### src/rtl/rpm_pkg.sv
// ----------------------------------------------------------------------------
// Running mean package
// Widths, defaults and shared types for the per-channel running mean core.
// ----------------------------------------------------------------------------
package rpm_pkg;

   localparam int ENERGY_W    = 16;
   localparam int TIMING_W    = 32;
   localparam int SAMPLE_W    = 16;
   localparam int COUNT_W     = 32;
   localparam int MEAN_W      = 24;
   localparam int APDS        = 2;

   localparam int DEF_NUM_CARTRIDGES = 2;
   localparam int DEF_NUM_FINS       = 8;
   localparam int DEF_NUM_MODULES    = 16;
   localparam int DEF_FRAC_BITS      = 8;

   localparam int MEAN_MAX = 2 ** (MEAN_W - 1) - 1;
   localparam int MEAN_MIN = -(2 ** (MEAN_W - 1));

   localparam logic [COUNT_W-1:0]         COUNT_MAX       = '1;
   localparam logic signed [ENERGY_W-1:0] THRESHOLD_RESET = -16'sd700;

   // One channel's stored statistics.
   typedef struct packed {
      logic [COUNT_W-1:0]       hit_count;
      logic signed [MEAN_W-1:0] u_mean;
      logic signed [MEAN_W-1:0] v_mean;
   } entry_type;

endpackage

### src/rtl/rpm_div.sv
// ----------------------------------------------------------------------------
// Running mean divider
// Restoring divider, one quotient bit per cycle, quotient truncated to zero.
// ----------------------------------------------------------------------------
module rpm_div import rpm_pkg::*; #(
   parameter int DIVIDEND_W = 25
) (
   input  logic                         clock,
   input  logic                         reset,
   input  logic                         start,
   input  logic signed [DIVIDEND_W-1:0] dividend,
   input  logic [COUNT_W-1:0]           divisor,
   output logic                         done,
   output logic signed [DIVIDEND_W-1:0] quotient
);

   localparam int IterW = $clog2(DIVIDEND_W);

   logic                         busy_ff, busy_in;
   logic                         fin_ff, fin_in;
   logic                         done_ff, done_in;
   logic [IterW-1:0]             iter_ff, iter_in;
   logic                         neg_ff, neg_in;
   logic [DIVIDEND_W-1:0]        mag_ff, mag_in;
   logic [COUNT_W:0]             rem_ff, rem_in;
   logic [COUNT_W-1:0]           divisor_ff, divisor_in;
   logic signed [DIVIDEND_W-1:0] quot_ff, quot_in;
   logic [COUNT_W:0]             rem_shift;
   logic                         fits;

   // The remainder stays below the divisor, so its top bit is free for the shift.
   assign rem_shift = {rem_ff[COUNT_W-1:0], mag_ff[DIVIDEND_W-1]};
   assign fits      = rem_shift >= {1'b0, divisor_ff};

   always_comb begin
      busy_in    = busy_ff;
      fin_in     = 1'b0;
      done_in    = 1'b0;
      iter_in    = iter_ff;
      neg_in     = neg_ff;
      mag_in     = mag_ff;
      rem_in     = rem_ff;
      divisor_in = divisor_ff;
      quot_in    = quot_ff;
      if (start) begin
         busy_in    = 1'b1;
         iter_in    = '0;
         neg_in     = dividend[DIVIDEND_W-1];
         mag_in     = dividend[DIVIDEND_W-1] ? DIVIDEND_W'(-dividend) : DIVIDEND_W'(dividend);
         rem_in     = '0;
         divisor_in = divisor;
      end else if (busy_ff) begin
         rem_in  = fits ? rem_shift - {1'b0, divisor_ff} : rem_shift;
         mag_in  = {mag_ff[DIVIDEND_W-2:0], fits};
         iter_in = iter_ff + 1'b1;
         if (iter_ff == IterW'(DIVIDEND_W - 1)) begin
            busy_in = 1'b0;
            fin_in  = 1'b1;
         end
      end
      if (fin_ff) begin
         quot_in = neg_ff ? -$signed(mag_ff) : $signed(mag_ff);
         done_in = 1'b1;
      end
   end

   always_ff @(posedge clock) begin
      if (reset) begin
         busy_ff <= 1'b0;
         fin_ff  <= 1'b0;
         done_ff <= 1'b0;
      end else begin
         busy_ff <= busy_in;
         fin_ff  <= fin_in;
         done_ff <= done_in;
      end
   end

   always_ff @(posedge clock) begin
      iter_ff    <= iter_in;
      neg_ff     <= neg_in;
      mag_ff     <= mag_in;
      rem_ff     <= rem_in;
      divisor_ff <= divisor_in;
      quot_ff    <= quot_in;
   end

   assign done     = done_ff;
   assign quotient = quot_ff;

   a_rem_below_divisor: assert property (@(posedge clock) disable iff (reset)
      busy_ff |-> rem_ff < {1'b0, divisor_ff})
      else $error("divider remainder reached the divisor");

   a_start_when_idle: assert property (@(posedge clock) disable iff (reset)
      start |-> !busy_ff && !fin_ff)
      else $error("divider started while a division was in flight");

   a_done_after_fin: assert property (@(posedge clock) disable iff (reset)
      done_ff |-> $past(fin_ff) && !busy_ff)
      else $error("divider done without a finishing cycle");

endmodule

### config.mk
export PLATFORM = sky130hd
export DESIGN_NAME = rpm_div
export DESIGN_NICKNAME = d
export VERILOG_FILES = /design/src/rtl/rpm_pkg.sv /design/src/rtl/rpm_div.sv
export SDC_FILE = /design/constraint.sdc
export NUM_CORES = 1
export LEC_CHECK = 0
export ABC_AREA = 1
export BUFFER_PORTS_ARGS = -buffer_cell sky130_fd_sc_hd__buf_2
export CAP_MARGIN = 30
export CELL_PAD_IN_SITES_DETAIL_PLACEMENT = 1
export CELL_PAD_IN_SITES_GLOBAL_PLACEMENT = 2
export CORE_ASPECT_RATIO = 0.7
export CORE_UTILIZATION = 31
export DETAILED_ROUTE_END_ITERATION = 10
export PLACE_DENSITY_LB_ADDON = 0.05
export SLEW_MARGIN = 10
export SYNTH_ARGS = -nofsm -noshare
export SYNTH_HDL_FRONTEND = slang
export SYNTH_SLANG_ARGS = --single-unit
### constraint.sdc
create_clock -name clock -period 2.3 [get_ports clock]
set_clock_uncertainty 0.2 [all_clocks]
set_input_delay 0.23 -clock clock [delete_from_list [all_inputs] [get_ports clock]]
set_output_delay 0.23 -clock clock [all_outputs]
set_load 0.02 [all_outputs]
Word level (Yosys, flattened, before mapping) --
Index checks and enable logic that the tools add are counted.
Word-level totals: bits in registers 123, bits in latches 0, RAM bits 0, memory bits (read-only) 0, input port bits 60, output and inout port bits 26, word-level logic and storage cells 28, memories kept 0
Cells by class: add/subtract/negate cells 4, multipliers 0, divide/modulo/power cells 0, $lt $le $gt $ge 1, equality and inequality tests 1, shift operators 0, mux-type cells 10, bitwise gates (word level) 1, reductions and logical operators 2
Operator list (number):
- 2-to-1 mux 25 bit | 4
- negation 25 bit | 2
- >= comparator 33 x 32 -> 1 bit | 1
- 2-to-1 mux 32 bit | 1
- subtractor 32 bit | 1
- adder 5 x 1 -> 5 bit, second input constant | 1
- == test 5 bit, second input constant | 1
- 2-to-1 mux 1 bit | 5
- OR reduction 3 bit | 1
- nonzero test 2 bit | 1
- inverter 1 bit | 1

Depth between registers and ports, before layout --
Gate-level depths: netlist of run 1.
word-level depth 4, gate-level depth with buffers 17, depth with buffers taken out 16

Least setup slack after synthesis of run 1 --
Ideal clock, no wire load.
path kind register to register, from register divisor_ff[29], to register mag_ff[0] (data pin), setup time 0.267 ns, arrival 1.669 ns, required time 1.833 ns, setup slack 0.164 ns, stages on the path, launching flop included 14, path buffers 1, period minus slack after synthesis 2.136 ns, cell sequence edfxtp_1 -> inv_1 -> ha_1 -> nand2_1 -> inv_1 -> nand2_1 -> inv_1 -> a21oi_1 -> nand2_1 -> nor2_4 -> nand2_4 -> buf_6 -> nand2_1 -> o21ai_0
Between the ends: word-level cells in the longest chain between the ends 3
RTL lines:
- start: declaration | RTL line rpm_div.sv:26 | logic [COUNT_W-1:0] divisor_ff, divisor_in;
- start signal: assignment | RTL line rpm_div.sv:84 | divisor_ff <= divisor_in;
- >= comparator 33 x 32 -> 1 bit | RTL line rpm_div.sv:33 | assign fits = rem_shift >= {1'b0, divisor_ff};
- 2-to-1 mux 25 bit | RTL line rpm_div.sv:52 | end else if (busy_ff) begin
- 2-to-1 mux 25 bit | RTL line rpm_div.sv:45 | if (start) begin
- net mag_in[0] | RTL line rpm_div.sv:24 | logic [DIVIDEND_W-1:0] mag_ff, mag_in;
- end signal: assignment | RTL line rpm_div.sv:82 | mag_ff <= mag_in;
- end: declaration | RTL line rpm_div.sv:24
The timed path passes the listed nets, and every way through them passes these cells. The select of a mux whose other input is x is not followed. A chain may end at the register's enable or synchronous reset.

Worst setup path after layout of run 1 --
from register divisor_ff[20], to register rem_ff[3]
Between the ends: word-level cells in the longest chain between the ends 2
RTL lines:
- >= comparator 33 x 32 -> 1 bit | RTL line rpm_div.sv:33
- 2-to-1 mux 32 bit | RTL line rpm_div.sv:53 | rem_in = fits ? rem_shift - {1'b0, divisor_ff} : rem_shift;
- end signal: assignment | RTL line rpm_div.sv:83 | rem_ff <= rem_in;
- end: declaration | RTL line rpm_div.sv:25 | logic [COUNT_W:0] rem_ff, rem_in;
Every way passes these cells.

==> results of run 1 <==
[tightest hold or removal path, delay by kind of cell]
family | cells | cell delay [ns]
AO/OA/AOI/OAI | 2 | 0.15
buffers and inverters | 1 | 0.13
[stage by stage]
step	utilization [%]	setup slack (ns)
final	46.4	-0.00306
after detailed placement	38.6	-0.387
after global placement	38.6	-0.342
after floorplan	-	0.164
after global routing	46.4	-0.117
after CTS	44.7	-0.00435
[sequential cells by signal, summed over array words and instances, names as in the netlist]
register	cells
divisor_ff	32
busy_ff	1
iter_ff	5
mag_ff	25
neg_ff	1
fin_ff	1
rem_ff	32
quotient	25
done	1
[layout by cell type, fill, tap and decap left out, drive strengths merged, types with 3 or more instances in the layout]
| master | n |
|---|---|
| xor2 | 28 |
| nor3 | 11 |
| a31oi | 7 |
| o21ai | 53 |
| nand2 | 405 |
| xnor2 | 22 |
| nor4 | 4 |
| dlygate4sd3 | 35 |
| nand3b | 16 |
| dfxtp | 40 |
| nor2 | 101 |
| o31ai | 3 |
| o21bai | 3 |
| buf | 259 |
| nand4 | 10 |
| inv | 222 |
| and2 | 3 |
| ha | 36 |
| clkbuf | 18 |
| a21oi | 28 |
| clkinvlp | 4 |
| edfxtp | 83 |
| clkinv | 6 |
| nand3 | 104 |
[layer usage]
metal,track usage (%),vias up,wire [µm]
met4,4.46,0,183
met1,38.7,4153,18800
met5,0,-,0
li1,-,4382,-
met2,29.4,126,11800
met3,3.33,13,1280
[where the power goes]
part	internal, µW	switching (µW)	leakage (µW)
clock network	1400	1180	0.000256
logic	518	675	0.00458
registers	2510	103	0.00113
total	4420	1950	0.00596
[worst max path at each step]
| stage | endpoint |
|---|---|
| after detailed placement | mag_ff[24]$_DFFE_PP_ |
| after global routing | rem_ff[0]$_SDFFE_PP0P_ |
| after floorplan | mag_ff[0]$_DFFE_PP_ |
| final | rem_ff[3]$_SDFFE_PP0P_ |
| after global placement | mag_ff[24]$_DFFE_PP_ |
| after CTS | rem_ff[5]$_SDFFE_PP0P_ |
[cell families after synthesis]
logic type,Yosys count,synth area share [%]
flip-flops,123,38.6
adder cells (fa/ha/maj),37,5.51
buffers and inverters,244,11.4
XOR/XNOR,50,5.13
AO/OA/AOI/OAI,97,6.14
AND/OR/NAND/NOR,656,33.3
[layout make-up]
class	instances	area, µm²	share of cell area, %
Multi-Input combinational cell	840	5170	41.5
Sequential cell	123	3290	26.4
Timing Repair Buffer	294	2190	17.6
Inverter	218	818	6.56
Tap cell	364	455	3.65
Clock buffer	18	429	3.44
Clock inverter	14	113	0.902
[repair_timing]
item | CTS | global route
hold buffers | 35 | 0
hold endpoints to repair | 37 | 0
buffers inserted | 18 | 14
setup endpoints to repair | 33 | 40
cloned | 1 | 0
gates resized for setup | 109 | 117
pin swaps | 34 | 31
==> flow_summary.ini, run 1 <==
[critical_path]
cp.arrival_ns = 2.43
worstPathMaxFanout = 7
cp-end-kind = flop
crit_chain = inv_2 > ha_4 > buf_6 > nand2_4 > nor2_4 > nand2_2 > nor2_4 > nand2_2 > nor2_4 > nor2_4 > nand2_8 > buf_12 > buf_12 > nand2_2 > nand3_2 > o21ai_1
cpLargestDelayFamily = simple AND/OR/NAND/NOR gates
critPathBufInv = 4
critPathKind = reg -> reg
r2r.worst_path.cells = 16
crit_required_ns = 2.42
r2r_setup_slack_ns = -0.003
crit_top_cell = nor2_4
slowest_delay_ns = 0.34
path_depth = 16
worstSetupStartpointType = flop
crit_path_start = divisor_ff[20]$_DFFE_PP_
slowest_stage = edfxtp_1
reg2reg_to = rem_ff[3]$_SDFFE_PP0P_
reg2reg_from = divisor_ff[20]$_DFFE_PP_

[pwr]
ir_drop_mv = 0.511
p_leak_uw = 0.00596
powerDensity_nw_per_um2 = 511
power_uw = 6370

[route]
postRouteAntennaNets = 0
post-route-drc-count = 0
vias_per_cell = 4.64
first_pass_iters = 6
wl_per_cell_um = 17.1
vias = 8674
drtIter0Drc = 533
routed_wl_mm = 32.1

[place]
gp_congestion = 0.864
placed_area_um2 = 10400
portBuffers = 85
dpl.hpwl_mm = 25.0
post-place-cells = 1773

[final_layout]
instances_no_fill = 1871
antennaDiodeCount = 0
fin_area_um2 = 12500
fin_nets = 1591
syn_to_final_growth_pct = 46.1
layout-drive-gt1-share_pct = 33.2
fill_cells = 3301

[timing]
worst_slack_ns = -0.00306
hold_viol_final = 0
setup_viol = 1
post-route-min-period_ns = 2.30
slew_violations = 0
hold_ws_ns = 0.0473
worst_slew_pin_slew_ns = 0.501
fmaxAchievable_ghz = 0.434
relSlewSlack_pct = 66.6
final.setup.tns_ns = -0.00306
period_share_pct = 100
rsz0062_at_grt = true

[global_route]
grt_pass1_vias = 8451
track_usage_pct = 23.0
gr-total-overflow = 0
grt_pass1_wl_mm = 49.1
antenna_found_initial = 0
grt_max_degree = 37

[min_path]
hp-class = in -> reg
min_path_cells = 3
hold_path_end = mag_ff[12]$_DFFE_PP_
min_from = dividend[12]

[floorplan]
die_w_um = 200
io_pins = 86
die_y_um = 141
dieArea_um2 = 28200
initial_core_util_pct = 31.7
placement_rows = 50
core_um2 = 26900

[clock_network]
cts_root_buf = clkbuf_16
htreeDepth = 4
cts_tree = yes
cts-buffers-inserted = 17
clock_tree.buffer_depth = 2
clk_latency_ns = 0.44
clock-sinks = 123
clk_pin_slew_ns = 0.07

[synthesis]
synthTopCellsByCount = nand2_1, inv_1, nand3_1
syn_area_um2 = 8540
synthTopCellsByArea = edfxtp_1, nand2_1, inv_1, dfxtp_1, nand3_1
synthCells = 1207
ys_ff_latch = 123
synth_most_common_cell = nand2_1
seq_area_frac_synth_pct = 38.6
post-synth-top-area-cell = edfxtp_1
synthArstFlopShare_pct = 0
synth.distinct_cells = 41
syn-num-nets = 1304
synth_top_area_share_pct = 29.2
synthFlopType = edfxtp_1
yosys_warnings = 0
avgSynthCellArea_um2 = 7.07
synth_enable_flop_cells = 83

[run_status]
violations = negative setup slack
run_status = finished with violations

[flow_run]
maxCapViolCount = 0
Power figures use the tool's default switching activity.
==> run 2, diff against run 1 <==
Settings changed: CORE_UTILIZATION 31 to 37.
Clock period 2.3 ns to 2.92 ns, I/O delays scaled along.
==> flow_summary.ini, run 2 (synthesis gave the netlist of run 1 again) <==
[global_route]
antenna_found_initial = 0
grt_max_degree = 37
grt.busiest_layer = met1
gr-total-overflow = 0
track_usage_pct = 25.0
grt_pass1_wl_mm = 44.2
use_met1_pct = 42.0
grt_pass1_vias = 7762
met2_usage_pct = 32.1
met3_usage_pct = 3.65

[run_status]
run_status = completed

[timing]
period_share_pct = 93.4
setup_viol = 0
post-route-min-period_ns = 2.73
worst_slack_ns = 0.193
fmaxAchievable_ghz = 0.367
hold_viol_final = 0
final.setup.tns_ns = 0
relSlewSlack_pct = 62.5
rsz0062_at_grt = false
slew_violations = 0
worst_slew_pin_slew_ns = 0.563

[route]
vias = 8059
routed_wl_mm = 28.6
wl_per_cell_um = 17.3
postRouteAntennaNets = 0
post-route-drc-count = 0
drtIter0Drc = 539
vias_per_cell = 4.85
first_pass_iters = 5

[pwr]
p_sw_uw = 1440
swShare_pct = 29.6
p_seq_share_pct = 42.4
powerDensity_nw_per_um2 = 472
p_int_uw = 3410
power_frac_comb_pct = 13.8
clkPwrFrac_pct = 43.8
power_uw = 4850
ir_drop_mv = 0.433
p_leak_uw = 0.00512

[place]
pre_cts_ws_ns = 0.146
gp_congestion = 0.888
dpl.hpwl_mm = 21.9
portBuffers = 85
post-place-cells = 1595

[final_layout]
top_regs = divisor_ff: 32 flops, rem_ff: 32 flops
most-common-layout-cells = nand2_1, inv_1, nand3_1
multi_input_area_um2 = 4280
antennaDiodeCount = 0
fill_cells = 2887
instances_no_fill = 1660
seqCellArea_um2 = 3290
fin_nets = 1432
final_common_cell = nand2_1
layout-drive-gt1-share_pct = 12.8
syn_to_final_growth_pct = 20.2

[min_path]
hp-class = in -> reg

[floorplan]
die_y_um = 129
placement_rows = 46
die_w_um = 184
core_um2 = 22600
initial_core_util_pct = 37.7
io_pins = 86
dieArea_um2 = 23700

[flow_run]
maxCapViolCount = 0

[critical_path]
critPathBufInv = 5
worstPathMaxFanout = 16
slowest_delay_ns = 0.35
cpLargestDelayFamily = simple AND/OR/NAND/NOR gates
crit_required_ns = 3.04
slowest_stage = edfxtp_1
worstSetupStartpointType = flop
cp.arrival_ns = 2.85
crit_top_cell = nand2_1
critPathKind = reg -> reg
cp-end-kind = flop
crit_chain = inv_1 > ha_1 > nand2_1 > inv_1 > nand2_1 > nand2_1 > inv_1 > nand2_1 > inv_1 > nand2_2 > nand2_4 > nand2_4 > buf_4 > nand2_1 > nand3_1 > nand2_1

[clock_network]
clk_pin_slew_ns = 0.07
clock-sinks = 123
htreeDepth = 4
clk_latency_ns = 0.43
cts_tree = yes
clock_tree.buffer_depth = 2
post_cts_buffers = 0
cts-buffers-inserted = 17
cts_root_buf = clkbuf_16
[run 2: cell count changes in the layout (fill, tap and decap cells not counted), sizes merged]
cell	previous run	this run
buf	259	102
bufinv	0	1
clkbuf	18	17
clkinv	6	5
clkinvlp	4	2
dlygate4sd3	35	33
inv	222	225
[run 2: repair_timing]
action	in CTS	in global routing
hold buffers	33	0
hold endpoints to repair	35	0
resized for setup	0	3
setup endpoints to repair	0	31
[run 2: per-layer routing]
metal	part of all wire, %	wire (µm)
met5	0	0
met4	0.75	214
met3	5.1	1470
met2	36	10400
met1	58	16600
[run 2: through the flow]
stage	hold slack (ns)	instance area, µm²	util, %
5_1_grt	0.0807	10300	45.4
3_3_place_gp	0.221	9340	41.3
3_5_place_dp	0.224	9340	41.3
2_1_floorplan	0.164	8540	-
4_1_cts	0.0518	10300	45.3
6_report	0.0654	10300	45.4
[run 2: cell type report]
class | instances | area share (%)
Clock inverter | 15 | 1.50
Timing Repair Buffer | 135 | 8.80
Clock buffer | 17 | 4.14
Inverter | 218 | 7.97
Sequential cell | 123 | 32.1
Tap cell | 312 | 3.80
Multi-Input combinational cell | 840 | 41.7
[run 2: worst paths after layout]
check / from / cells after the start / end / slack (ns)
setup / recovery: divisor_ff[15]$_DFFE_PP_ / 16 / rem_ff[14]$_SDFFE_PP0P_ / 0.19
hold / removal: dividend[3] / 3 / mag_ff[3]$_DFFE_PP_ / 0.07
setup reg to reg: divisor_ff[15]$_DFFE_PP_ / 16 / rem_ff[14]$_SDFFE_PP0P_ / 0.19
hold reg to reg: fin_ff$_SDFF_PP0_ / 2 / done$_SDFF_PP0_ / 0.23
[run 2: power groups by stage]
stage                     logic, µW  clock network (µW)  registers, µW
after global routing            749                2240           2060
after detailed placement        627                   0           2090
after floorplan                 404                   0           2050
after CTS                       669                2180           2050
after global placement          616                   0           2090
final                           670                2130           2050
[run 2: worst register-to-register path, stage by stage, from the launching register on]
cell and delay (ns):
edfxtp_1 0.35, inv_1 0.05, ha_1 0.35, nand2_1 0.15
inv_1 0.08, nand2_1 0.06, nand2_1 0.15, inv_1 0.06
nand2_1 0.14, inv_1 0.11, nand2_2 0.15, nand2_4 0.08
nand2_4 0.23, buf_4 0.22, nand2_1 0.08, nand3_1 0.09
nand2_1 0.06
